## src/assert_macros.svh

```systemverilog
// assertion macros shared by the flood / nack repair engine rtl
// no dependencies; included by the modules that carry assertions
`ifndef ASSERT_MACROS_SVH
`define ASSERT_MACROS_SVH

// property must hold at every rising clock edge outside reset
`define ASSERT_AT(lbl, clk, rstn, prop, msg) \
  lbl: assert property (@(posedge clk) disable iff (!(rstn)) (prop)) else $error(msg);

// expression must never be true outside reset
`define ASSERT_NEVER(lbl, clk, rstn, expr, msg) \
  lbl: assert property (@(posedge clk) disable iff (!(rstn)) !(expr)) else $error(msg);

`endif

```

## src/bfnr_pkg.sv

```systemverilog
// types, codes and constants of the flood / nack repair engine
// no dependencies; imported by every module of the block
`default_nettype none

package bfnr_pkg;

  // protocol constants
  localparam logic [8:0]  CHUNK_BYTES      = 9'd64;
  localparam logic [12:0] TICKS_PER_SECOND = 13'd128;
  localparam logic [15:0] NACK_DELAY       = 16'(TICKS_PER_SECOND / 4);
  localparam logic [15:0] TICK_PERIOD_RST  = 16'd256;

  // command queue depth between front and back
  localparam int CMD_DEPTH_DEF = 4;

  // configuration register index
  localparam logic REG_TICK_PERIOD = 1'b0;

  typedef enum logic [1:0] {
    FUNC_FLOOD  = 2'd0,
    FUNC_POLITE = 2'd1,
    FUNC_TICK   = 2'd2,
    FUNC_START  = 2'd3
  } func_t;

  typedef enum logic {
    PKT_DATA = 1'b0,
    PKT_NACK = 1'b1
  } pkt_type_t;

  typedef enum logic [2:0] {
    ACT_NEWFILE = 3'd0,
    ACT_WRITE   = 3'd1,
    ACT_NACK    = 3'd2,
    ACT_FLOOD   = 3'd3,
    ACT_POLITE  = 3'd4,
    ACT_REARM   = 3'd5
  } action_t;

  // one classified event: up to three actions and the values they carry
  typedef struct packed {
    logic [1:0]        cnt;
    action_t [2:0]     act;
    logic [15:0]       wr_chunk;
    logic [6:0]        wr_len;
    logic              wr_last;
    logic [7:0]        hdr_version;
    logic [15:0]       hdr_chunk;
    logic [15:0]       dly;
  } cmd_t;

endpackage

`default_nettype wire

```

## src/block_flood_nack_repair_engine_core.sv

```systemverilog
// top level of the flood / nack repair engine: config register, front, queue, back
// depends on bfnr_pkg, bfnr_front, bfnr_cmd_fifo, bfnr_back
// usage
//   input channel: an event transaction is taken when push is high and full is low.
//   in_func selects flooded packet, polite packet, send tick or start transfer.
//   result channel: while empty is low the oldest action sits on the out_ ports;
//   pop with empty low takes it. every event gives zero to three actions, the
//   final one marked by out_last; ignored events give none. config: apb-style port,
//   tick period at byte address 0, pready tied high, write on the access cycle;
//   the user must write it only while the block is idle; the block does not enforce it.
// timing
//   the front classifies an event and updates the protocol state in the cycle
//   it is taken, so events can come back to back while the command queue has room.
//   the back moves one action per cycle into the result register while the
//   receiver keeps up; the first action of an event passes through the command
//   queue and then the result register, and the back expands the actions of
//   an event one after another.
//   a stalled receiver fills the result register, then the command queue, and
//   full then holds off the sender; nothing is dropped.
// reset: synchronous rst_n clears state, queue and result valid flag; tick period 256
`default_nettype none

module block_flood_nack_repair_engine_core #(
  parameter int CMD_DEPTH = bfnr_pkg::CMD_DEPTH_DEF
) (
  input  wire logic         clk,
  input  wire logic         rst_n,

  // input channel
  input  wire logic         push,
  output logic              full,
  input  wire logic [1:0]   in_func,
  input  wire logic         in_pkt_type,
  input  wire logic [7:0]   in_pkt_version,
  input  wire logic [15:0]  in_pkt_chunk,
  input  wire logic [6:0]   in_item_len,

  // result channel
  output logic              empty,
  input  wire logic         pop,
  output logic [2:0]        out_action,
  output logic [21:0]       out_write_offset,
  output logic [6:0]        out_write_len,
  output logic              out_write_last,
  output logic [7:0]        out_out_version,
  output logic [15:0]       out_out_chunk,
  output logic [15:0]       out_send_delay,
  output logic              out_last,

  // configuration port
  input  wire logic         psel,
  input  wire logic         penable,
  input  wire logic         pwrite,
  input  wire logic [2:0]   paddr,
  input  wire logic [31:0]  pwdata,
  output logic [31:0]       prdata,
  output logic              pready
);
  import bfnr_pkg::*;

  // configuration register
  logic [15:0] tick_period_r;
  logic        reg_idx;
  logic        cfg_wr;

  // front to queue to back
  logic        accept;
  logic        cmd_push;
  cmd_t        cmd_in;
  cmd_t        cmd_head;
  logic        cmd_empty;
  logic        cmd_pop;

  assign pready  = 1'b1;
  assign reg_idx = 1'(paddr >> 2);
  assign cfg_wr  = psel && penable && pwrite && pready;
  assign prdata  = (reg_idx == REG_TICK_PERIOD) ? {16'd0, tick_period_r} : 32'd0;

  always_ff @(posedge clk) begin
    if (!rst_n) begin
      tick_period_r <= TICK_PERIOD_RST;
    end else if (cfg_wr && reg_idx == REG_TICK_PERIOD) begin
      tick_period_r <= pwdata[15:0];
    end
  end

  // an event is taken whenever the command queue has room
  assign accept = push && !full;

  bfnr_front u_front (
    .clk            (clk),
    .rst_n          (rst_n),
    .accept         (accept),
    .in_func        (in_func),
    .in_pkt_type    (in_pkt_type),
    .in_pkt_version (in_pkt_version),
    .in_pkt_chunk   (in_pkt_chunk),
    .in_item_len    (in_item_len),
    .tick_period    (tick_period_r),
    .cmd_push       (cmd_push),
    .cmd            (cmd_in)
  );

  bfnr_cmd_fifo #(
    .DEPTH (CMD_DEPTH)
  ) u_cmd_fifo (
    .clk     (clk),
    .rst_n   (rst_n),
    .wr_en   (cmd_push),
    .wr_data (cmd_in),
    .full    (full),
    .rd_en   (cmd_pop),
    .rd_data (cmd_head),
    .empty   (cmd_empty)
  );

  bfnr_back u_back (
    .clk              (clk),
    .rst_n            (rst_n),
    .cmd              (cmd_head),
    .cmd_empty        (cmd_empty),
    .cmd_pop          (cmd_pop),
    .pop              (pop),
    .empty            (empty),
    .out_action       (out_action),
    .out_write_offset (out_write_offset),
    .out_write_len    (out_write_len),
    .out_write_last   (out_write_last),
    .out_out_version  (out_out_version),
    .out_out_chunk    (out_out_chunk),
    .out_send_delay   (out_send_delay),
    .out_last         (out_last)
  );

endmodule

`default_nettype wire

```

## src/bfnr_front.sv

```systemverilog
// front end: accepts events, keeps protocol state, builds action commands
// depends on bfnr_pkg
`default_nettype none

module bfnr_front (
  input  wire logic                clk,
  input  wire logic                rst_n,
  input  wire logic                accept,
  input  wire logic [1:0]          in_func,
  input  wire logic                in_pkt_type,
  input  wire logic [7:0]          in_pkt_version,
  input  wire logic [15:0]         in_pkt_chunk,
  input  wire logic [6:0]          in_item_len,
  input  wire logic [15:0]         tick_period,
  output logic                     cmd_push,
  output bfnr_pkg::cmd_t           cmd
);
  import bfnr_pkg::*;

  logic [7:0]  cur_version_r, cur_version_nxt;
  logic [15:0] next_chunk_r, next_chunk_nxt;
  logic [15:0] highest_heard_r, highest_heard_nxt;
  logic        heard_polite_r, heard_polite_nxt;

  logic [7:0]  diff_cv, diff_vc;
  logic        pkt_newer, pkt_older, same_ver, len_full, data_path;
  logic [15:0] hh_w;
  logic [1:0]  n;
  cmd_t        cmd_c;

  assign diff_cv   = cur_version_r - in_pkt_version;
  assign diff_vc   = in_pkt_version - cur_version_r;
  assign pkt_newer = diff_cv[7];
  assign pkt_older = diff_vc[7];
  assign same_ver  = (in_pkt_version == cur_version_r);
  assign len_full  = ({2'b00, in_item_len} >= CHUNK_BYTES);

  always_comb begin
    cur_version_nxt   = cur_version_r;
    next_chunk_nxt    = next_chunk_r;
    highest_heard_nxt = highest_heard_r;
    heard_polite_nxt  = heard_polite_r;
    hh_w              = highest_heard_r;
    data_path         = 1'b0;
    n                 = 2'd0;
    cmd_c             = '0;
    cmd_c.wr_chunk    = in_pkt_chunk;
    cmd_c.wr_len      = in_item_len;
    cmd_c.wr_last     = !len_full;

    case (func_t'(in_func))
      FUNC_FLOOD: begin
        data_path = (pkt_type_t'(in_pkt_type) == PKT_DATA);
      end
      FUNC_POLITE: begin
        heard_polite_nxt = 1'b1;
        if (pkt_type_t'(in_pkt_type) == PKT_NACK) begin
          if (same_ver) begin
            if (in_pkt_chunk < next_chunk_r) begin
              cmd_c.act[n]      = ACT_POLITE;
              cmd_c.hdr_version = cur_version_r;
              cmd_c.hdr_chunk   = in_pkt_chunk;
              cmd_c.dly         = NACK_DELAY;
              n                 = n + 2'd1;
            end
          end else if (pkt_older) begin
            cmd_c.act[n]      = ACT_POLITE;
            cmd_c.hdr_version = cur_version_r;
            cmd_c.hdr_chunk   = 16'd0;
            cmd_c.dly         = tick_period >> 1;
            n                 = n + 2'd1;
          end
        end else begin
          data_path = 1'b1;
        end
      end
      FUNC_TICK: begin
        cmd_c.dly = tick_period;
        if (!heard_polite_r) begin
          cmd_c.act[n]      = ACT_FLOOD;
          cmd_c.hdr_version = cur_version_r;
          cmd_c.hdr_chunk   = next_chunk_r;
          n                 = n + 2'd1;
          if (len_full) begin
            cmd_c.act[n] = ACT_REARM;
            n            = n + 2'd1;
          end
          highest_heard_nxt = next_chunk_r;
          next_chunk_nxt    = next_chunk_r + 16'd1;
        end else begin
          cmd_c.act[n] = ACT_REARM;
          n            = n + 2'd1;
        end
        heard_polite_nxt = 1'b0;
      end
      FUNC_START: begin
        cur_version_nxt   = cur_version_r + 8'd1;
        highest_heard_nxt = 16'd0;
        next_chunk_nxt    = 16'd1;
        cmd_c.act[0]      = ACT_FLOOD;
        cmd_c.act[1]      = ACT_REARM;
        cmd_c.hdr_version = cur_version_r + 8'd1;
        cmd_c.hdr_chunk   = 16'd0;
        cmd_c.dly         = tick_period;
        n                 = 2'd2;
      end
      default: ;
    endcase

    if (data_path) begin
      if (pkt_newer) begin
        // newer transfer: adopt version, restart from chunk 0
        cur_version_nxt   = in_pkt_version;
        highest_heard_nxt = 16'd0;
        next_chunk_nxt    = 16'd0;
        if (in_pkt_chunk != 16'd0) begin
          cmd_c.act[n]      = ACT_NACK;
          cmd_c.hdr_version = in_pkt_version;
          cmd_c.hdr_chunk   = 16'd0;
          n                 = n + 2'd1;
        end else begin
          cmd_c.act[n] = ACT_NEWFILE;
          n            = n + 2'd1;
          cmd_c.act[n] = ACT_WRITE;
          n            = n + 2'd1;
          next_chunk_nxt = 16'd1;
        end
      end else if (same_ver) begin
        if (in_pkt_chunk == next_chunk_r) begin
          if (in_pkt_chunk == 16'd0) begin
            cmd_c.act[n] = ACT_NEWFILE;
            n            = n + 2'd1;
          end
          cmd_c.act[n]   = ACT_WRITE;
          n              = n + 2'd1;
          hh_w           = (highest_heard_r < next_chunk_r) ? next_chunk_r : highest_heard_r;
          next_chunk_nxt = next_chunk_r + 16'd1;
        end else if (in_pkt_chunk > next_chunk_r) begin
          cmd_c.act[n]      = ACT_NACK;
          cmd_c.hdr_version = cur_version_r;
          cmd_c.hdr_chunk   = next_chunk_r;
          n                 = n + 2'd1;
          hh_w              = in_pkt_chunk;
        end
        highest_heard_nxt = hh_w;
        // gap behind a heard chunk: ask for the next expected one
        if (hh_w > in_pkt_chunk) begin
          cmd_c.act[n]      = ACT_NACK;
          cmd_c.hdr_version = cur_version_r;
          cmd_c.hdr_chunk   = next_chunk_nxt;
          n                 = n + 2'd1;
        end
      end
    end

    cmd_c.cnt = n;
  end

  assign cmd      = cmd_c;
  assign cmd_push = accept && (cmd_c.cnt != 2'd0);

  always_ff @(posedge clk) begin
    if (!rst_n) begin
      cur_version_r   <= '0;
      next_chunk_r    <= '0;
      highest_heard_r <= '0;
      heard_polite_r  <= 1'b0;
    end else if (accept) begin
      cur_version_r   <= cur_version_nxt;
      next_chunk_r    <= next_chunk_nxt;
      highest_heard_r <= highest_heard_nxt;
      heard_polite_r  <= heard_polite_nxt;
    end
  end

endmodule

`default_nettype wire

```

## src/bfnr_cmd_fifo.sv

```systemverilog
// command queue between front end and back end
// depends on bfnr_pkg
`default_nettype none

module bfnr_cmd_fifo #(
  parameter int DEPTH = bfnr_pkg::CMD_DEPTH_DEF
) (
  input  wire logic            clk,
  input  wire logic            rst_n,
  input  wire logic            wr_en,
  input  bfnr_pkg::cmd_t       wr_data,
  output logic                 full,
  input  wire logic            rd_en,
  output bfnr_pkg::cmd_t       rd_data,
  output logic                 empty
);
  import bfnr_pkg::*;
  `include "assert_macros.svh"

  localparam int PTR_W = (DEPTH > 1) ? $clog2(DEPTH) : 1;
  localparam int CNT_W = $clog2(DEPTH + 1);

  cmd_t             mem_r [DEPTH];
  logic [PTR_W-1:0] wr_ptr_r, wr_ptr_nxt;
  logic [PTR_W-1:0] rd_ptr_r, rd_ptr_nxt;
  logic [CNT_W-1:0] cnt_r, cnt_nxt;
  logic             do_wr, do_rd;

  assign full    = (cnt_r == CNT_W'(DEPTH));
  assign empty   = (cnt_r == '0);
  assign do_wr   = wr_en && !full;
  assign do_rd   = rd_en && !empty;
  assign rd_data = mem_r[rd_ptr_r];

  always_comb begin
    wr_ptr_nxt = wr_ptr_r;
    rd_ptr_nxt = rd_ptr_r;
    cnt_nxt    = cnt_r;
    if (do_wr) begin
      wr_ptr_nxt = (wr_ptr_r == PTR_W'(DEPTH - 1)) ? '0 : wr_ptr_r + PTR_W'(1);
    end
    if (do_rd) begin
      rd_ptr_nxt = (rd_ptr_r == PTR_W'(DEPTH - 1)) ? '0 : rd_ptr_r + PTR_W'(1);
    end
    if (do_wr && !do_rd) begin
      cnt_nxt = cnt_r + CNT_W'(1);
    end else if (do_rd && !do_wr) begin
      cnt_nxt = cnt_r - CNT_W'(1);
    end
  end

  always_ff @(posedge clk) begin
    if (!rst_n) begin
      wr_ptr_r <= '0;
      rd_ptr_r <= '0;
      cnt_r    <= '0;
    end else begin
      wr_ptr_r <= wr_ptr_nxt;
      rd_ptr_r <= rd_ptr_nxt;
      cnt_r    <= cnt_nxt;
    end
  end

  always_ff @(posedge clk) begin
    if (do_wr) begin
      mem_r[wr_ptr_r] <= wr_data;
    end
  end

  `ASSERT_NEVER(a_push_full, clk, rst_n, wr_en && full, "command pushed into full queue")
  `ASSERT_NEVER(a_cnt_range, clk, rst_n, cnt_r > CNT_W'(DEPTH), "queue count beyond depth")
  `ASSERT_AT(a_ptr_cnt, clk, rst_n, (cnt_r == '0 || cnt_r == CNT_W'(DEPTH)) |-> (wr_ptr_r == rd_ptr_r), "pointers disagree with count")

endmodule

`default_nettype wire

```

## src/bfnr_back.sv

```systemverilog
// back end: expands queued commands into one action per cycle while the receiver keeps up
// depends on bfnr_pkg; holds the result register of the top level channel
`default_nettype none

module bfnr_back (
  input  wire logic          clk,
  input  wire logic          rst_n,
  input  bfnr_pkg::cmd_t     cmd,
  input  wire logic          cmd_empty,
  output logic               cmd_pop,
  input  wire logic          pop,
  output logic               empty,
  output logic [2:0]         out_action,
  output logic [21:0]        out_write_offset,
  output logic [6:0]         out_write_len,
  output logic               out_write_last,
  output logic [7:0]         out_out_version,
  output logic [15:0]        out_out_chunk,
  output logic [15:0]        out_send_delay,
  output logic               out_last
);
  import bfnr_pkg::*;
  `include "assert_macros.svh"

  logic [1:0]  slot_r, slot_nxt;
  logic        valid_r, valid_nxt;
  logic        load, emit, last_slot;
  action_t     act;
  logic [24:0] prod;

  logic [2:0]  action_c;
  logic [21:0] offset_c;
  logic [6:0]  len_c;
  logic        wlast_c;
  logic [7:0]  ver_c;
  logic [15:0] chunk_c, delay_c;

  assign load      = !valid_r || pop;
  assign emit      = !cmd_empty && load;
  assign act       = cmd.act[slot_r];
  assign last_slot = (slot_r == (cmd.cnt - 2'd1));
  assign cmd_pop   = emit && last_slot;
  assign prod      = {9'd0, cmd.wr_chunk} * {16'd0, CHUNK_BYTES};

  always_comb begin
    action_c = act;
    offset_c = '0;
    len_c    = '0;
    wlast_c  = 1'b0;
    ver_c    = '0;
    chunk_c  = '0;
    delay_c  = '0;
    case (act)
      ACT_NEWFILE: ;
      ACT_WRITE: begin
        offset_c = prod[21:0];
        len_c    = cmd.wr_len;
        wlast_c  = cmd.wr_last;
      end
      ACT_NACK: begin
        ver_c   = cmd.hdr_version;
        chunk_c = cmd.hdr_chunk;
        delay_c = NACK_DELAY;
      end
      ACT_FLOOD: begin
        ver_c   = cmd.hdr_version;
        chunk_c = cmd.hdr_chunk;
      end
      ACT_POLITE: begin
        ver_c   = cmd.hdr_version;
        chunk_c = cmd.hdr_chunk;
        delay_c = cmd.dly;
      end
      ACT_REARM: begin
        delay_c = cmd.dly;
      end
      default: ;
    endcase
  end

  always_comb begin
    slot_nxt  = slot_r;
    valid_nxt = valid_r;
    if (emit) begin
      slot_nxt  = last_slot ? 2'd0 : slot_r + 2'd1;
      valid_nxt = 1'b1;
    end else if (pop) begin
      valid_nxt = 1'b0;
    end
  end

  always_ff @(posedge clk) begin
    if (!rst_n) begin
      slot_r  <= '0;
      valid_r <= 1'b0;
    end else begin
      slot_r  <= slot_nxt;
      valid_r <= valid_nxt;
    end
  end

  always_ff @(posedge clk) begin
    if (emit) begin
      out_action       <= action_c;
      out_write_offset <= offset_c;
      out_write_len    <= len_c;
      out_write_last   <= wlast_c;
      out_out_version  <= ver_c;
      out_out_chunk    <= chunk_c;
      out_send_delay   <= delay_c;
      out_last         <= last_slot;
    end
  end

  assign empty = !valid_r;

  `ASSERT_NEVER(a_slot_range, clk, rst_n, !cmd_empty && (slot_r >= cmd.cnt), "action slot beyond command count")
  `ASSERT_NEVER(a_cnt_zero, clk, rst_n, !cmd_empty && (cmd.cnt == 2'd0), "empty command in queue")
  `ASSERT_AT(a_last_pop, clk, rst_n, cmd_pop |=> (valid_r && out_last), "command retired without last flag")

endmodule

`default_nettype wire
```

## config.mk

```make
export PLATFORM = sky130hd
export DESIGN_NAME = block_flood_nack_repair_engine_core
export DESIGN_NICKNAME = d
export VERILOG_FILES = /design/src/bfnr_pkg.sv /design/src/block_flood_nack_repair_engine_core.sv /design/src/bfnr_front.sv /design/src/bfnr_cmd_fifo.sv /design/src/bfnr_back.sv
export VERILOG_INCLUDE_DIRS = /design/src /design/src/src
export SDC_FILE = /design/constraint.sdc
export NUM_CORES = 1
export LEC_CHECK = 0
export BUFFER_PORTS_ARGS = -buffer_cell sky130_fd_sc_hd__buf_4
export CAP_MARGIN = 5
export CELL_PAD_IN_SITES_DETAIL_PLACEMENT = 2
export CELL_PAD_IN_SITES_GLOBAL_PLACEMENT = 2
export CORE_ASPECT_RATIO = 1.2
export CORE_MARGIN = 5
export CORE_UTILIZATION = 38
export CTS_CLUSTER_DIAMETER = 80
export CTS_CLUSTER_SIZE = 8
export DETAILED_ROUTE_END_ITERATION = 7
export PLACE_DENSITY = 0.87
export SYNTH_ARGS = -nofsm -noshare
export SYNTH_HDL_FRONTEND = slang
export SYNTH_HIERARCHICAL = 1
export SYNTH_SLANG_ARGS = --single-unit
```

## constraint.sdc

```tcl
create_clock -name clk -period 8 [get_ports clk]
set_clock_uncertainty 0.2 [all_clocks]
set_input_delay 2 -clock clk [delete_from_list [all_inputs] [get_ports clk]]
set_output_delay 2 -clock clk [all_outputs]
set_load 0.01 [all_outputs]
```

## Word-level counts from Yosys, hierarchy flattened

Memory sizes are Yosys's and may differ from the RTL's. A register that Yosys moved wholly into a read port is not among the register bits.
Cells that the tools add are included.
Widths: inputs -> output; s select.

- Input port bits: 76
- Flip-flop bits (word level): 141
- Memories: 1
- Logic and storage cells: 217
- Memory bits (writable): 300

- Add/subtract/negate cells: 14
- Magnitude comparators: 14
- Bitwise operators: 16
- Multiplexer cells: 106
- Reductions and logical operators: 33
- Equality and inequality tests: 14

Memory list:

| name | words | bits a word | rd ports | clocked after Yosys merged registers in | write ports | RTL line | text |
|---|---|---|---|---|---|---|---|
| u_cmd_fifo.mem_r | 4 | 75 | 1 | 1 | 1 | bfnr_cmd_fifo.sv:23 | `cmd_t mem_r [DEPTH];` |

Operators with widths:

| cell | count |
|---|---|
| $mux 16 | 16 |
| $mux 24 | 8 |
| $mux 40 | 4 |
| $mux 9 | 15 |
| $pmux 40 s3 | 1 |
| $pmux 16 s2 | 3 |
| $mux 2 | 24 |
| $mux 3 | 14 |
| $gt 16x16->1 | 2 |
| $lt 16x16->1 | 2 |
| $demux 3 s2 | 4 |
| $mux 8 | 3 |
| $not 6->6 | 4 |
| $and 6x6->6 | 3 |
| $add 16x1->16 const B | 1 |
| $eq 16x16->1 | 1 |
| $logic_not 16->1 | 1 |
| $reduce_bool 16->1 | 1 |
| $sub 8x8->8 | 2 |
| $logic_and 1x1->1 | 15 |
| $lt 2x3->1 const B | 5 |
| $add 2x1->2 const B | 7 |
| $and 6x9->9 | 1 |
| $eq 3x3->1 const B | 3 |
| 31 further kinds | 57 |

## Logic depth before layout (Yosys ltp)

Gate-level depths: netlist of run 1.

- Word-level depth: 28
- Mapped depth: 30
- Depth with buffers taken out: 25

## Modules after synthesis

The synthesis of run 1 kept the hierarchy.

Modules (own cells, without submodules):

| module | area each (µm²) | times used | cells each |
|---|---|---|---|
| bfnr_cmd_fifo | 11,293.3 | 1 | 442 |
| bfnr_front | 6,573.8 | 1 | 924 |
| bfnr_back | 2,962.8 | 1 | 183 |
| block_flood_nack_repair_engine_core | 918.4 | 1 | 107 |

## Least setup slack after synthesis of run 1

No wires, ideal clock.

- Kind: input port to flip-flop
- Start: in in_pkt_chunk[15]
- End: mem u_cmd_fifo/mem_r[0][0] in the netlist's numbering (enable)
- Data required time: 7.358 ns
- Cell stages on the path: 21
- Data arrival time: 7.888 ns
- Path slack: -0.530 ns
- Path buffers: 5
- Cells stage by stage: ha_1 > nand4_2 > or4_1 > buf_2 > and2_1 > buf_6 > buf_6 > a22o_1 > a21o_1 > ha_1 > o21ai_0 > a2111oi_0 > o31ai_1 > a21oi_2 > buf_2 > nor3b_1 > o311ai_0 > nand3_1 > nor2b_1 > buf_2 > and2_1

- Cells in the longest elaborated chain, start to end: 26
- Elaborated cells between the ends (all ways): 39
- Classes of those cells: add/sub (4); order compare (3); eq/ne (1); mux (26); reduce/logical (5)

Ends and longest elaborated chain:

| element | RTL line | text |
|---|---|---|
| from (decl) | block_flood_nack_repair_engine_core.sv:35 | `input wire logic [15:0] in_pkt_chunk,` |
| $lt 16x16->1 | bfnr_front.sv:59 | `if (in_pkt_chunk < next_chunk_r) begin` |
| $mux 1 | bfnr_front.sv:59 |  |
| $mux 2 | bfnr_front.sv:58 | `if (same_ver) begin` |
| $mux 2 | bfnr_front.sv:57 | `if (pkt_type_t'(in_pkt_type) == PKT_NACK) begin` |
| $pmux 2 s3 | bfnr_front.sv:51 | `case (func_t'(in_func))` |
| $add 2x1->2 | - |  |
| $mux 2 | bfnr_front.sv:130 | `if (in_pkt_chunk == 16'd0) begin` |
| $mux 2 | bfnr_front.sv:129 | `if (in_pkt_chunk == next_chunk_r) begin` |
| [... 12 more ...] | - |  |
| $mux 2 * | bfnr_front.sv:110 | `if (data_path) begin` |
| $reduce_bool 2->1 * | bfnr_front.sv:160 | `assign cmd_push = accept && (cmd_c.cnt != 2'd0);` |
| $logic_and 1x1->1 * | bfnr_front.sv:160 |  |
| named net cmd_push | block_flood_nack_repair_engine_core.sv:68 | `logic cmd_push;` |
| $logic_and 1x1->1 * | bfnr_cmd_fifo.sv:31 | `assign do_wr = wr_en && !full;` |
| named net u_cmd_fifo.do_wr | bfnr_cmd_fifo.sv:27 | `logic do_wr, do_rd;` |
| $mux 1 * | bfnr_cmd_fifo.sv:65 | `if (do_wr) begin` |
| $mux 1 (implied by the code) * | bfnr_cmd_fifo.sv:66 | `mem_r[wr_ptr_r] <= wr_data;` |
| to (decl) | bfnr_cmd_fifo.sv:23 |  |

Mark *: on every way through the listed nets, which the timed path passes. The rest lies on a longest branch. The select of a mux whose other input is x is not followed.

## Final worst setup path of run 1

- Start: in in_pkt_version[3]
- End: reg u_cmd_fifo.cnt_r[2]

- Cells in the longest elaborated chain, start to end: 27
- Elaborated cells between the ends (all ways): 34
- Classes of those cells: add/sub (6); eq/ne (1); mux (20); reduce/logical (7)

Ends and longest elaborated chain:

| element | RTL line | text |
|---|---|---|
| from (decl) | block_flood_nack_repair_engine_core.sv:34 | `input wire logic [7:0] in_pkt_version,` |
| $sub 8x8->8 | bfnr_front.sv:32 | `assign diff_vc = in_pkt_version - cur_version_r;` |
| $mux 1 | bfnr_front.sv:66 | `end else if (pkt_older) begin` |
| $mux 2 | bfnr_front.sv:58 |  |
| $mux 2 | bfnr_front.sv:57 |  |
| $pmux 2 s3 | bfnr_front.sv:51 |  |
| $add 2x1->2 | - |  |
| $mux 2 | bfnr_front.sv:130 |  |
| $mux 2 | bfnr_front.sv:129 |  |
| [... 12 more ...] | - |  |
| $mux 2 * | bfnr_front.sv:110 |  |
| $reduce_bool 2->1 * | bfnr_front.sv:160 |  |
| $logic_and 1x1->1 * | bfnr_front.sv:160 |  |
| named net cmd_push | block_flood_nack_repair_engine_core.sv:68 |  |
| $logic_and 1x1->1 * | bfnr_cmd_fifo.sv:31 |  |
| $logic_not 1->1 | bfnr_cmd_fifo.sv:47 | `end else if (do_rd && !do_wr) begin` |
| $logic_and 1x1->1 | bfnr_cmd_fifo.sv:47 |  |
| $reduce_bool 2->1 (no line) | - |  |
| to (signal assigned) | bfnr_cmd_fifo.sv:60 | `cnt_r <= cnt_nxt;` |
| to (decl) | bfnr_cmd_fifo.sv:26 | `logic [CNT_W-1:0] cnt_r, cnt_nxt;` |

Marked as above.
A chain may end at the register's enable or synchronous reset.

==> summary.txt, run 1 <==
Power
  • Power density relative to cell area: 287.4 mW/mm²
  • Leakage power total: 9.337 nW
  • Worst voltage drop across the vdd grid: 0.1983 mV
  • Overall power consumption: 7.429 mW

Logic synthesis
  • Number of distinct library cells after synthesis: 90
  • Simple-Gate Fraction of Synth Area: 0.09015
  • Syn_area_per_cell: between 10 and 15 µm²
  • Cell count after synthesis: 1,656
  • Combinational family with the most area after synthesis: compound AO/OA/AOI/OAI gates
  • Flop and latch count out of synthesis: 437
  • Post-synth ARST share: 0
  • EDFF count, synth: 368
  • Synth Area in XOR/XNOR: 0.005696
  • Mux cell area share after synthesis: 0.09015
  • Total standard cell area after synthesis: 0.02175 mm²
  • Cell with the most instances after synthesis: sky130_fd_sc_hd__edfxtp_1
  • Number of warnings reported in the yosys synthesis log: 6
  • List of most frequent post-synthesis cells: sky130_fd_sc_hd__edfxtp_1 (368), sky130_fd_sc_hd__nand2_1 (118), sky130_fd_sc_hd__a21oi_1 (90), sky130_fd_sc_hd__ha_1 (86), sky130_fd_sc_hd__mux4_2 (75)
  • Top cell type by total area after synthesis: sky130_fd_sc_hd__edfxtp_1
  • Synth Area in Compound Gates: 0.1393
  • Sequential-to-total area share from yosys stat: 0.5716
  • Largest cells by area after synthesis: sky130_fd_sc_hd__edfxtp_1 (51%), sky130_fd_sc_hd__mux4_2 (7.8%), sky130_fd_sc_hd__dfxtp_1 (6.4%)
  • Top_reg_cell synth: sky130_fd_sc_hd__edfxtp_1
  • Area share of the largest cell type after synthesis: 0.5081
  • Post-synthesis share of cell area spent on full adders, half adders and majority gates: 0.05040

Critical path
  • R2r setup slk: 0.81 ns
  • R2R Path Start: u_front/next_chunk_r[11]
  • Critical Path AT: 8.21 ns
  • CP endpoint kind: register
  • Worst path required time: 8.27 ns
  • Start-to-end type of the worst setup path: in2reg
  • Largest fanout on the critical path: 4
  • Reg-to-Reg End: u_cmd_fifo/cnt_r[2]
  • CP startpoint kind: input pin
  • Worst Reg-to-Reg Cells: 25

STA
  • Slew at the pin with the worst max-slew slack: 1.380 ns
  • Final Worst Setup Slack: 0.06127 ns
  • Sum of negative setup slack: 0 ns
  • Final Slew Violations: 0
  • Maximum operating frequency: 0.1260 GHz
  • Setup-failing EPs final: 0
  • Final critical-path required period: 7.939 ns
  • Hold Violations, Final: 0
  • Final worst path period share: 0.9923
  • Headroom to the max-slew limit: 0.07631

CTS
  • Clock root cell: sky130_fd_sc_hd__clkbuf_16
  • Clock H-tree levels: 2
  • TritonCTS clock tree: yes
  • CTS clk-pin slew, worst paths: 0.06 ns
  • Clock tree sinks: ~440
  • Clock latency reported for the late side of the worst-skew pair: 0.61 ns
  • Deepest clock path buffer count: 3
  • Cts bufs inserted: 60

Hold path
  • Hold Crit Start: u_front/highest_heard_r[7]
  • Hold Path Depth: 2
  • Path class of the lowest-slack min-delay path: reg2reg
  • Worst Hold End: u_front/highest_heard_r[7]

Routing
  • DR pass1 iterations: 6
  • Routed via count divided by cell count: 6.192
  • DRT iter0 DRCs: ~1,600
  • Post-detailed-route wirelength per cell: 31.57 µm
  • Post-route antenna net violation count: 0
  • Via count: 16,380
  • Total wirelength of the detailed-routed design: 83.51 mm
  • DRC viols: 0

Place
  • Total half-perimeter wirelength after legalization and detailed placement: around 55 mm
  • Post-placement cell count: 2,531
  • RePlAce Congestion: approximately 0.89
  • Port Buf Inserts: 143
  • Worst slack, placed: -0.2417 ns

Layout
  • Layout cell share with drive strength beyond 1: 0.2524
  • Finished Core Util: 0.4540
  • Area growth from synthesis to layout: 18.86%
  • Fill cell instance count of the final layout: around 5,600
  • Number of diodes added for antenna fixing: 0
  • Number of non-filler instances in the completed layout: 2,645
  • Net count, final: 2,021

GRT
  • Wire length of the first global-routing pass: 123.9 mm
  • Total GRT Usage: 0.2609
  • Number of antenna violations at the first check in global routing: 1
  • Maximum number of pins on one net before global-route repair: 76
  • Number of global-route vias before repair: 17,830
  • GRT Residual Overflow: 0

Die
  • Die span in y: 272.1 µm
  • I/O pin cnt: 185
  • Count of standard-cell rows: 96
  • Die area: 0.06214 mm²
  • Core area: 0.05693 mm²
  • Die W: 228.4 µm
  • Initial Util: 0.3820

Run
  • Number of maximum-capacitance constraint violations: 0

Run status
  • Run status: finished, final reports clean
power by group:
part / switching [mW] / internal, mW / leakage (nW)
logic: 1.12 / 0.726 / 4.47
clock network: 1.01 / 1.44 / 0.831
registers: 0.204 / 2.93 / 4.04
total: 2.33 / 5.10 / 9.34
cells in the final DEF (no fill, tap or decap), types with 28 or more instances in the layout:
master and instances:
sky130_fd_sc_hd__inv_1 68, sky130_fd_sc_hd__dfxtp_1 67, sky130_fd_sc_hd__mux4_2 75, sky130_fd_sc_hd__buf_4 248, sky130_fd_sc_hd__nand2_1 118, sky130_fd_sc_hd__nor2_1 56, sky130_fd_sc_hd__a22o_1 28, sky130_fd_sc_hd__a22oi_1 41
sky130_fd_sc_hd__a21oi_1 90, sky130_fd_sc_hd__and2_1 43, sky130_fd_sc_hd__ha_1 86, sky130_fd_sc_hd__clkbuf_16 62, sky130_fd_sc_hd__o21ai_0 68, sky130_fd_sc_hd__edfxtp_1 368, sky130_fd_sc_hd__clkbuf_1 51
stage by stage:
step,instance area (µm²),hold WS [ns]
after floorplan,21830,0.2435
after global placement,24070,0.2670
after detailed placement,24070,0.3128
after CTS,25830,0.3242
after global routing,25850,0.3574
final,25850,0.3337
what timing repair did:
item                       4_1_cts  5_1_grt
gates cloned                     0        0
setup buffers                    0        0
gates resized for setup          1        6
setup endpoints to repair        1        1
hold buffers                     0        0
pin swaps                        1        1
logic make-up after synthesis:
group           after synthesis
flops                       437
compound gates              424
simple gates                377
buf+inv                     213
mux                         102
fa+ha+maj                    87
xor+xnor                     12
other cells                   4
worst max path at each step:
stage / from / endpoint / slack (ns) / cells after the start
after detailed placement: in_pkt_chunk[11] / u_cmd_fifo/cnt_r[2] / -0.24 / 23
after floorplan: in_pkt_chunk[15] / u_cmd_fifo/mem_r[0][0] / 0.29 / 21
final: in_pkt_version[3] / u_cmd_fifo/cnt_r[2] / 0.06 / 27
after global routing: in_pkt_version[3] / u_cmd_fifo/cnt_r[2] / -0.09 / 27
after CTS: in_pkt_chunk[15] / u_cmd_fifo/cnt_r[2] / 0.004 / 25
after global placement: in_pkt_chunk[11] / u_cmd_fifo/cnt_r[2] / 0.07 / 23
state kept, by name, indices dropped and copies added, names as in the netlist, 2 cells and up, named ones only:
| register | flops |
|---|---|
| u_cmd_fifo/cnt_r | 3 |
| u_cmd_fifo/mem_r | 300 |
| u_front/cur_version_r | 8 |
| u_back/out_write_len | 7 |
| u_back/out_out_version | 8 |
| u_back/slot_r | 2 |
| u_cmd_fifo/rd_ptr_r | 2 |
| u_front/highest_heard_r | 16 |
| u_back/out_send_delay | 16 |
| u_back/out_action | 3 |
| u_back/out_write_offset | 16 |
| u_back/out_out_chunk | 16 |
| tick_period_r | 16 |
| u_front/next_chunk_r | 16 |
| u_cmd_fifo/wr_ptr_r | 2 |
metal layers:
layer,up-vias,wire [µm],global-route usage
met3,278,5409,0.03920
met4,2,4380,0.1121
met2,895,42710,0.4673
met1,8490,31000,0.3136
met5,-,13,0
li1,6713,-,-
worst max-delay path, stage by stage:
cell and delay, ns:
sky130_fd_sc_hd__buf_4 0.10, sky130_fd_sc_hd__inv_1 0.06, sky130_fd_sc_hd__ha_1 0.35, sky130_fd_sc_hd__nand4_1 0.19, sky130_fd_sc_hd__or3_1 0.41, sky130_fd_sc_hd__nor2_2 0.23, sky130_fd_sc_hd__nand4_1 0.18, sky130_fd_sc_hd__buf_4 0.20
sky130_fd_sc_hd__a31oi_4 0.23, sky130_fd_sc_hd__inv_2 0.08, sky130_fd_sc_hd__ha_1 0.34, sky130_fd_sc_hd__nand2_1 0.07, sky130_fd_sc_hd__a21boi_0 0.30, sky130_fd_sc_hd__ha_1 0.32, sky130_fd_sc_hd__nor2_1 0.20, sky130_fd_sc_hd__a21o_1 0.15
sky130_fd_sc_hd__ha_1 0.24, sky130_fd_sc_hd__nor3b_1 0.31, sky130_fd_sc_hd__o311ai_0 0.18, sky130_fd_sc_hd__nand3_1 0.23, sky130_fd_sc_hd__nor2b_1 0.30, sky130_fd_sc_hd__ha_1 0.24, sky130_fd_sc_hd__inv_1 0.07, sky130_fd_sc_hd__fa_1 0.40
sky130_fd_sc_hd__xor2_1 0.20, sky130_fd_sc_hd__or3_1 0.37, sky130_fd_sc_hd__a21boi_1 0.26
area by class of cell:
class | instances | area [µm²] | area share
repair buffers | 262 | 2142 | 0.08286
well taps | 735 | 919.6 | 0.03557
clock inverters | 1 | 16.27 | 0.0006292
flip-flops and latches | 437 | 12440 | 0.4812
clock buffers | 113 | 1743 | 0.06742
inverters | 71 | 266.5 | 0.01031
multi-input cells | 1026 | 8324 | 0.3220
Power figures use the tool's default switching activity.
==> inputs of run 2 (changes only) <==
- SETUP_SLACK_MARGIN: unset -> 0.3
==> run 2 against run 1 <==
Die area did not move. Via count down 0.29%. Largest cell class unchanged. Routed wire length is 0.11% higher. Global-route usage is essentially flat. Worst hold slack improved by 0.0096 ns.
==> summary.txt, run 2 (synthesis gave the netlist of run 1 again) <==
Run status
  • Run status: finished, final reports clean

Routing
  • DRC viols: 0 (unchanged)
  • DRT iter0 DRCs: 1,558 (+0.064%)
  • Post-route antenna net violation count: 0 (unchanged)
  • Post-detailed-route wirelength per cell: 31.61 µm (+0.11%)
  • Routed via count divided by cell count: 6.174 (-0.29%)
  • Total wirelength of the detailed-routed design: 83.60 mm (+0.11%)
  • DR pass1 iterations: 5 (-1)
  • Via count: 16,330 (-0.29%)

Critical path
  • Worst path max stage delay: 0.41 ns (about the same)
  • Start-to-end type of the worst setup path: in2reg
  • CP startpoint kind: input pin
  • Largest fanout on the critical path: 4 (unchanged)
  • Critical Path AT: 7.93 ns (-0.28 ns)
  • R2R Path Start: u_front/next_chunk_r[4]
  • Most repeated library cell on the critical path: sky130_fd_sc_hd__ha_1
  • Worst path slowest cell: sky130_fd_sc_hd__or3_1
  • Worst Reg-to-Reg Cells: 24 (-4.0%)
  • Worst path required time: 8.29 ns (+0.02 ns)
  • CP endpoint kind: register
  • Worst setup path startpoint: in_pkt_version[3]

STA
  • Slew at the pin with the worst max-slew slack: 1.423 ns (+0.04217 ns)
  • Final critical-path required period: 7.636 ns (-0.3032 ns)
  • Setup-failing EPs final: 0 (unchanged)
  • Hold WS: 0.3432 ns (+0.009568 ns)
  • Hold Violations, Final: 0 (unchanged)
  • Headroom to the max-slew limit: 0.04523 (-0.03108)
  • Maximum operating frequency: 0.1310 GHz (+4.0%)
  • Final Slew Violations: 0 (unchanged)
  • Final worst path period share: 0.9544 (-0.03790)
  • Unrepaired setup endpoints after global routing: false
  • Final Worst Setup Slack: 0.3644 ns (+0.3032 ns)

CTS
  • Clock H-tree levels: 2 (unchanged)
  • CTS Hold Buffers Added: 0 (unchanged)
  • Clock latency reported for the late side of the worst-skew pair: 0.60 ns (about the same)
  • Clock root cell: sky130_fd_sc_hd__clkbuf_16
  • TritonCTS clock tree: yes
  • Cts bufs inserted: 60 (unchanged)
  • CTS clk-pin slew, worst paths: 0.06 ns (about the same)
  • Deepest clock path buffer count: 3 (unchanged)
  • Buffers inserted by post-CTS timing repair: 0 (unchanged)
  • Clock tree sinks: 437 (unchanged)

Layout
  • Net count, final: 2,021 (unchanged)
  • Largest register by flop count: u_cmd_fifo/mem_r
  • Summed area of non-filler cells in the final layout: 0.02587 mm² (about the same)
  • Layout cell share with drive strength beyond 1: 0.2550 (+0.002618)
  • Largest register FFs: 300 (unchanged)
  • Area growth from synthesis to layout: 18.97% (about the same)
  • Most frequent standard cell in the layout excluding fill and tap cells: sky130_fd_sc_hd__edfxtp_1
  • Number of non-filler instances in the completed layout: 2,645 (unchanged)
  • Number of diodes added for antenna fixing: 0 (unchanged)
  • Fill cell instance count of the final layout: 5,568 (-0.054%)
  • Highest-count cells in the layout ignoring fill and taps: sky130_fd_sc_hd__edfxtp_1 (368), sky130_fd_sc_hd__buf_4 (248), sky130_fd_sc_hd__nand2_1 (118), sky130_fd_sc_hd__a21oi_1 (90), sky130_fd_sc_hd__ha_1 (86)

GRT
  • Number of global-route vias before repair: 17,810 (-0.079%)
  • Number of antenna violations at the first check in global routing: 1 (unchanged)
  • GRT Residual Overflow: 0 (unchanged)
  • Wire length of the first global-routing pass: 124.1 mm (+0.14%)
  • Total GRT Usage: 0.2613 (+0.0004042)
  • Maximum number of pins on one net before global-route repair: 76 (unchanged)

Power
  • Worst voltage drop across the vdd grid: 0.1967 mV (-0.81%)
  • Power density relative to cell area: 287.5 mW/mm² (about the same)
  • Leakage power total: 9.348 nW (+0.11%)
  • Overall power consumption: 7.438 mW (+0.12%)

Hold path
  • Path class of the lowest-slack min-delay path: reg2reg
  • Hold Crit Start: u_front/highest_heard_r[7]
  • Hold Path Depth: 2 (unchanged)

Run
  • Number of maximum-capacitance constraint violations: 0 (unchanged)

Die
  • Die area: 0.06214 mm² (unchanged)
  • Die W: 228.4 µm (unchanged)
  • I/O pin cnt: 185 (unchanged)
  • Core area: 0.05693 mm² (unchanged)
  • Count of standard-cell rows: 96 (unchanged)
  • Die span in y: 272.1 µm (unchanged)
  • Initial Util: 0.3820 (unchanged)

Place
  • Post-placement cell count: 2,531 (unchanged)
  • Worst slack, placed: -0.2417 ns (unchanged)
  • Port Buf Inserts: 143 (unchanged)
  • RePlAce Congestion: 0.8915 (unchanged)
  • Post-DP Area: 0.02407 mm² (unchanged)
  • Total half-perimeter wirelength after legalization and detailed placement: 54.59 mm (unchanged)
[run 2: cell counts in the layout (fill, tap and decap cells not counted)]
Identical to the previous run, type by type.
[run 2: worst paths after layout]
| check | slack (ns) | end |
|---|---|---|
| max reg2reg | 1.06 | u_cmd_fifo/cnt_r[2] |
| min | 0.34 | u_front/highest_heard_r[7] |
| max | 0.36 | u_cmd_fifo/cnt_r[2] |
| min reg2reg | 0.34 | u_front/highest_heard_r[7] |
[run 2: area by class of cell]
type | instances | area, µm² | area share
clock inverter | 1 | 16.27 | 0.0006287
clock buffer | 113 | 1743 | 0.06736
sequential | 437 | 12440 | 0.4808
inverter | 71 | 266.5 | 0.01030
multi-input combinational | 1026 | 8347 | 0.3226
timing repair buffer | 262 | 2142 | 0.08279
tap | 735 | 919.6 | 0.03554
[run 2: stage by stage]
step                TNS (ns)  utilization
floorplan                  0            -
global placement           0       0.4228
detailed placement   -0.2417       0.4228
CTS                        0       0.4540
global route               0       0.4544
finish                     0       0.4544
[run 2: power by group]
group / total [mW] / internal, mW / switching [mW]
sequential: 3.14 / 2.93 / 0.205
clock: 2.45 / 1.44 / 1.01
combinational: 1.85 / 0.729 / 1.12
total: 7.44 / 5.10 / 2.33
[run 2: what timing repair did]
item | 4_1_cts | 5_1_grt
gates resized for setup | 8 | 6
cloned | 0 | 0
setup endpoints to repair | 1 | 1
pin swaps | 2 | 3
[run 2: critical path, delay by kind of cell]
family	cells	cell delay (ns)
XOR/XNOR	1	0.19
adder cells (fa/ha/maj)	6	1.85
buffers and inverters	5	0.51
AND/OR/NAND/NOR	10	2.31
AO/OA/AOI/OAI	5	1.04
[run 2: routing by layer]
layer  vias up  GRT usage  wire [µm]
met5         -          0         15
met4         2     0.1104       4214
met3       250    0.03941       5213
met1      8490     0.3149      31170
met2       885     0.4680      42990
li1       6703          -          -
